**src/hdl/hwo_pkg.sv**
```systemverilog
// Shared types, constants and helper functions for the Hermite wavetable oscillator.
package hwo_pkg;

  // Table geometry
  localparam int MAX_TABLE_BITS = 10;
  localparam int TABLE_DEPTH    = (1 << MAX_TABLE_BITS) + 3;
  localparam int IDX_W          = $clog2(TABLE_DEPTH);
  localparam int L_W            = $clog2(MAX_TABLE_BITS + 1);
  localparam int WORD_W         = 16;
  localparam int SAMPLE_BITS    = 16;
  localparam int PHASE_W        = 32;
  localparam int MU_W           = 16;
  localparam int FREQ_W         = 24;
  localparam int OP_W           = 2;

  // Configuration port
  localparam int CFG_IDX_W  = 2;
  localparam int CFG_DATA_W = 32;
  localparam logic [CFG_IDX_W-1:0] CFG_ENABLE     = 2'd0;
  localparam logic [CFG_IDX_W-1:0] CFG_TABLE_LOG2 = 2'd1;
  localparam logic [CFG_IDX_W-1:0] CFG_STEP       = 2'd2;
  localparam logic [CFG_IDX_W-1:0] CFG_TENSION    = 2'd3;
  localparam logic [3:0]           TABLE_LOG2_RST = 4'd9;

  // Operation codes
  localparam logic [OP_W-1:0] OP_WRITE  = 2'd0;
  localparam logic [OP_W-1:0] OP_PHASE  = 2'd1;
  localparam logic [OP_W-1:0] OP_SAMPLE = 2'd2;

  // Shared multiply-accumulate unit
  localparam int OPA_W   = 21;
  localparam int OPB_W   = 24;
  localparam int PROD_W  = OPA_W + OPB_W;
  localparam int ACC_W   = 58;
  localparam int VAL_W   = 38;
  localparam int SPLIT_W = 18;
  localparam int DIFF_W  = WORD_W + 1;
  localparam int K_W     = 18;

  // Fixed-point constants
  localparam logic signed [K_W-1:0]   K_ONE       = 18'sd16384;
  localparam logic signed [WORD_W-1:0] TENSION_MAX = 16'sd16384;
  localparam logic signed [WORD_W-1:0] TENSION_MIN = -16'sd16384;
  localparam logic signed [OPB_W-1:0] B_NEG_TWO   = -24'sd65536;
  localparam logic signed [OPB_W-1:0] B_THREE     = 24'sd98304;
  localparam logic signed [OPB_W-1:0] B_QUARTER   = 24'sd16384;
  localparam logic signed [ACC_W-1:0] ROUND_HALF  = ACC_W'(64'sd32768);
  localparam logic signed [ACC_W-1:0] SAT_HI      = ACC_W'((64'sd1 <<< (SAMPLE_BITS - 1)) - 1);
  localparam logic signed [ACC_W-1:0] SAT_LO      = -SAT_HI - ACC_W'(64'sd1);

  // Accumulator base selection
  typedef logic [1:0] base_sel_t;
  localparam base_sel_t BASE_ZERO   = 2'd0;
  localparam base_sel_t BASE_ACC    = 2'd1;
  localparam base_sel_t BASE_RND    = 2'd2;
  localparam base_sel_t BASE_ACC_SH = 2'd3;

  typedef struct packed {
    logic      en;
    base_sel_t base;
    logic      shift;
  } mac_ctrl_t;

  // Low part of a wide value, zero-extended as an operand
  function automatic logic signed [OPA_W-1:0] split_lo(input logic signed [VAL_W-1:0] v);
    return signed'({{(OPA_W - SPLIT_W){1'b0}}, v[SPLIT_W-1:0]});
  endfunction

  // High part of a wide value, arithmetic
  function automatic logic signed [OPA_W-1:0] split_hi(input logic signed [VAL_W-1:0] v);
    logic signed [VAL_W-1:0] s;
    s = v >>> SPLIT_W;
    return s[OPA_W-1:0];
  endfunction

  // Saturate to the sample width
  function automatic logic signed [SAMPLE_BITS-1:0] sat_sample(
      input logic signed [ACC_W-1:0] v);
    logic signed [ACC_W-1:0] r;
    if (v > SAT_HI) r = SAT_HI;
    else if (v < SAT_LO) r = SAT_LO;
    else r = v;
    return r[SAMPLE_BITS-1:0];
  endfunction

endpackage

```
**src/hdl/hwo_mac.sv**
```systemverilog
// Shared multiply-accumulate unit: one signed multiply and one wide add per cycle.
module hwo_mac (
  input  logic                             clk,
  input  hwo_pkg::mac_ctrl_t               ctrl,
  input  logic signed [hwo_pkg::OPA_W-1:0] op_a,
  input  logic signed [hwo_pkg::OPB_W-1:0] op_b,
  output logic signed [hwo_pkg::ACC_W-1:0] acc
);
  import hwo_pkg::*;

  logic signed [ACC_W-1:0]  acc_r;
  logic signed [ACC_W-1:0]  acc_nxt;
  logic signed [PROD_W-1:0] prod;
  logic signed [ACC_W-1:0]  prod_ext;
  logic signed [ACC_W-1:0]  base;

  // Multiply and align the partial product
  assign prod     = op_a * op_b;
  assign prod_ext = ctrl.shift ? (ACC_W'(prod) <<< SPLIT_W) : ACC_W'(prod);

  // Pick what the product adds to
  always_comb begin
    unique case (ctrl.base)
      BASE_ZERO:   base = '0;
      BASE_ACC:    base = acc_r;
      BASE_RND:    base = ROUND_HALF;
      BASE_ACC_SH: base = acc_r >>> MU_W;
      default:     base = '0;
    endcase
  end

  assign acc_nxt = base + prod_ext;

  // Accumulate when enabled
  always_ff @(posedge clk) begin
    if (ctrl.en) begin
      acc_r <= acc_nxt;
    end
  end

  assign acc = acc_r;

endmodule

```
**config.mk**
```make
export PLATFORM = sky130hd
export DESIGN_NAME = hwo_mac
export DESIGN_NICKNAME = d
export VERILOG_FILES = /design/src/hdl/hwo_pkg.sv /design/src/hdl/hwo_mac.sv
export SDC_FILE = /design/constraint.sdc
export NUM_CORES = 2
export LEC_CHECK = 0
export ABC_AREA = 1
export BUFFER_PORTS_ARGS = -buffer_cell sky130_fd_sc_hd__buf_2
export CORE_MARGIN = 2
export CORE_UTILIZATION = 41
export DETAILED_ROUTE_END_ITERATION = 10
export PLACE_DENSITY = 0.59
export SLEW_MARGIN = 10
export SYNTH_ARGS = -nofsm -noshare
export SYNTH_HDL_FRONTEND = slang
export SYNTH_SLANG_ARGS = --single-unit
```
**constraint.sdc**
```tcl
create_clock -name clk -period 24.3 [get_ports clk]
set_input_delay 4.86 -clock clk [delete_from_list [all_inputs] [get_ports clk]]
set_output_delay 4.86 -clock clk [all_outputs]
set_load 0.005 [all_outputs]
```
# ---- After elaboration in Yosys (flattened, before gate mapping)
# Index checks and enable logic that the tools add are counted.
# W data, S select, Z words.
dict set report word_totals {
  register_bits 58
  input_bits 50
  wordCells 9
}
dict set report classes {
  addsub 1
  n_mul 1
  eq_ne 3
  muxes 2
  n_reduce_logical 1
}
# op count
set ops {}
lappend ops {{$pmux W58 S4} 1}
lappend ops {{$add A58 B58 Y58} 1}
lappend ops {{$mux W58} 1}
lappend ops {{$mul A21 B24 Y45} 1}
lappend ops {{$eq A2 B2 Y1 const B} 2}
lappend ops {{$eq A2 B1 Y1 const B} 1}
lappend ops {{$logic_not A2 Y1} 1}

# ---- Depth between registers and ports, before layout
dict set report depth {
  depth_word 3
  ltp_mapped 50
  depth_no_buf 47
}

# ---- Worst setup path before layout
# No wires, ideal clock.
dict set report synth_timing {
  path_kind {input to register}
  from {input port op_b[23] (netlist name)}
  to {register acc_r[57], in the netlist acc[57] (data pin)}
  t_arrival_ns 12.110
  t_required_ns 24.048
  setup_slack_ns 11.937
  path_stages 40
  n_path_buf 2
  path_cell_list {clkbuf_1 -> nand2_1 -> fa_1 -> inv_1 -> fa_1 -> fa_1 -> inv_1 -> fa_1 -> fa_1 -> inv_1 -> fa_1 -> inv_1 -> fa_1 -> inv_1 -> ha_1 -> nand2_1 -> nor2_1 -> nand2_1 -> [... 4 more ...] -> nand2_1 -> nand3_2 -> inv_2 -> buf_12 -> nor2_4 -> ha_1 -> nand2_1 -> nor2_1 -> nand2_1 -> nor2_1 -> and3_1 -> nand2_1 -> nand2_1 -> nand2_1 -> nand2_1 -> inv_1 -> nand2_1 -> nand2_1}
}
dict set report synth_between {
  elab_chain_cells 3
}
# item line
set synth_rtl {}
lappend synth_rtl {{from (decl)} hwo_mac.sv:6} ;# input logic signed [hwo_pkg::OPB_W-1:0] op_b,
lappend synth_rtl {{$mul A21 B24 Y45} hwo_mac.sv:18} ;# assign prod = op_a * op_b;
lappend synth_rtl {{$mux W58} hwo_mac.sv:19} ;# assign prod_ext = ctrl.shift ? (ACC_W'(prod) <<< SPLIT_W) : ACC_W'(prod);
lappend synth_rtl {{$add A58 B58 Y58} hwo_mac.sv:32} ;# assign acc_nxt = base + prod_ext;
lappend synth_rtl {{net acc_nxt[57]} hwo_mac.sv:12} ;# logic signed [ACC_W-1:0] acc_nxt;
lappend synth_rtl {{to (signal assigned)} hwo_mac.sv:37} ;# acc_r <= acc_nxt;
lappend synth_rtl {{to (decl)} hwo_mac.sv:11} ;# logic signed [ACC_W-1:0] acc_r;
# The timed path passes the listed nets, and every way through them passes these cells.
# A chain may end at the register's enable or synchronous reset.

# ---- Worst setup path after layout
dict set report layout_timing {
  from {input port op_a[3] (netlist name)}
  to {register acc_r[57], in the netlist acc[57] (data pin)}
}
dict set report layout_between {
  elab_chain_cells 3
}
# item line
set layout_rtl {}
lappend layout_rtl {{from (decl)} hwo_mac.sv:5} ;# input logic signed [hwo_pkg::OPA_W-1:0] op_a,
lappend layout_rtl {{$mul A21 B24 Y45} hwo_mac.sv:18}
lappend layout_rtl {{$mux W58} hwo_mac.sv:19}
lappend layout_rtl {{$add A58 B58 Y58} hwo_mac.sv:32}
lappend layout_rtl {{net acc_nxt[57]} hwo_mac.sv:12}
# The timed path passes the listed nets, and every way through them passes these cells.

==> results.json <==
{
  "fin_crit_ns": 13.43,
  "largest_register_ffs": 58,
  "synth_top_area_cell": "fa_1",
  "synth_cells": 3699,
  "dp_hpwl_mm": 71.8,
  "nets": 4451,
  "first_pass_iters": 6,
  "dieWidth_um": 260,
  "coreArea_mm2": 0.0646,
  "grt_pass1_vias": 23600,
  "die_y_um": 260,
  "io_pins": 108,
  "drive_above_1_share": 0.0487,
  "final-max-slew-violation-count": 0,
  "postCtsResizedCells": 0,
  "cpMostUsedCell": "nand2_1",
  "status": "finished, final reports clean",
  "maxSlewHeadroom": 0.291,
  "cts.path.max_buffers": 2,
  "critPathMaxStageDelay_ns": 0.73,
  "totalWireLength_mm": 83.9,
  "htree_levels": 3,
  "finalHoldViolCount": 0,
  "avgRoutedWirePerCell_um": 18.4,
  "cts_hold_buf": 0,
  "rows": 93,
  "synth_fp_nets": 4440,
  "start_util": 0.415,
  "grt_usage": 0.258,
  "hp-class": "reg -> reg",
  "ys.flop_type": "edfxtp_1",
  "syn_to_final_growth_pct": 5.56,
  "rsz0062_at_grt": "false",
  "grt_max_degree": 59,
  "syn_area_mm2": 0.0268,
  "cp-start-kind": "input port",
  "synth_cell_types": 41,
  "worst_slew_pin_slew_ns": 1.06,
  "synth_area_leaders": "fa_1, inv_1, nand2_1",
  "num_vias": 23100,
  "clk_latency_ns": 0.36,
  "cts_tree": "built",
  "ys_ff_latch": 58,
  "critical-path-top-delay-family": "adder cells",
  "port_buffers": 107,
  "post_cts_buffers": 0,
  "dieArea_mm2": 0.0674,
  "skew_ns": 0.0124,
  "root_buffer": "clkbuf_16",
  "worst-path-buf-inv": 11,
  "arrival_ns": 13.54,
  "place.gp.congestion": 1.02,
  "yosysSeqAreaShare": 0.0650,
  "synth_top_area_frac": 0.386,
  "fin_crit_sh": 0.553,
  "setup_tns_ns": 0,
  "synthArstFlopShare": 0,
  "grt_pass1_wl_mm": 134,
  "synth_edf_count": 58,
  "drtIter0Drc": 2089,
  "antenna_found_initial": 3,
  "crit_slowest_cell": "fa_1",
  "final_antenna_net_count": 0,
  "end_kind": "register",
  "drv_cap": 0,
  "path_class": "in -> reg",
  "finalSetupViolations": 0,
  "ys_warn_count": 0,
  "clkTransAtPathRegs_ns": 0.06,
  "drc": 0,
  "crit_fanout": 24,
  "viasPerCell": 5.06,
  "cts.sinks": 58,
  "numCtsBuffers": 9,
  "syn_avg_cell_area_um2": 7.24,
  "overflow": 0,
  "max_freq_mhz": 74.4,
  "cp.required_ns": 24.41
}
cell families after synthesis:
family | share of synthesized area
buf+inv | 0.162
compound gates | 0.0688
xor+xnor | 0.0252
simple gates | 0.211
flops | 0.0650
fa+ha+maj | 0.468
mux | 0.000374
stage by stage:
step | utilization | cells | cell area (µm²) | hold slack, ns | setup slack [ns]
floorplan | - | 3699 | 26800 | 0.705 | 11.94
global placement | 0.433 | 4554 | 28000 | 0.742 | 10.67
detailed placement | 0.433 | 4554 | 28000 | 0.752 | 10.57
CTS | 0.438 | 4570 | 28300 | 0.769 | 10.90
global route | 0.438 | 4570 | 28300 | 0.848 | 10.31
finish | 0.438 | 4571 | 28300 | 0.764 | 10.87
layer usage:
layer	GRT usage	routed length [µm]	up-vias
li1	-	-	10800
met1	0.365	37500	11500
met2	0.419	38700	729
met3	0.0366	5810	103
met4	0.0560	1850	6
met5	0	41	-
final cells by class:
cell class / instances / area [µm²]
antenna: 1 / 2.50
clock inverter: 4 / 42.5
fill: 6803 / 36300
sequential: 58 / 1740
inverter: 1041 / 3910
timing repair buffer: 112 / 573
clock buffer: 12 / 236
tap: 855 / 1070
multi-input combinational: 2488 / 20700
final timing paths:
check	from	end	slack (ns)	depth (start not counted)
setup / recovery	op_a[3]	acc[57]$_DFFE_PP_	10.87	41
hold / removal	acc[0]$_DFFE_PP_	acc[0]$_DFFE_PP_	0.76	3
setup reg to reg	acc[57]$_DFFE_PP_	acc[57]$_DFFE_PP_	20.75	17
hold reg to reg	acc[0]$_DFFE_PP_	acc[0]$_DFFE_PP_	0.76	3
cell usage after synthesis (29+ instances only):
| library cell | n |
|---|---|
| inv_1 | 1025 |
| nand2_1 | 916 |
| fa_1 | 517 |
| nor2_1 | 273 |
| ha_1 | 174 |
| a21oi_1 | 120 |
| o21ai_0 | 115 |
| clkbuf_1 | 107 |
| nand3_1 | 98 |
| edfxtp_1 | 58 |
| xor2_1 | 53 |
| nand4_1 | 29 |
cell usage in the layout (no fill, tap or decap), types with 4 or more instances in the layout:
cell type and instances:
and3_1 4, nor2_1 273, nor2_4 10, or2_1 4, ha_1 174, nand2_2 5
inv_1 1025, nand4_1 29, a21o_1 14, nor2_2 7, fa_1 517, xor2_1 53
nand2_1 915, nand3_1 98, edfxtp_1 58, nand3b_1 6, o21ai_0 115, clkbuf_16 9
inv_2 15, o21ai_2 4, nor3_1 20, xnor2_1 24, a21oi_1 120, o22ai_1 25
or2_2 6, a31oi_1 15, buf_2 107, o21bai_1 22, o21ai_1 7, buf_4 5
a21oi_2 4
worst register-to-register path: cells and delay by family (launching register included):
family          cells  cell delay, ns
buf+inv             2            0.11
flops               1            0.42
compound gates      1            0.37
simple gates       13            1.89
fa+ha+maj           1            0.52
Power is not shown: default switching activity piles up to over one toggle a cycle in this logic, so the estimate is an artifact.
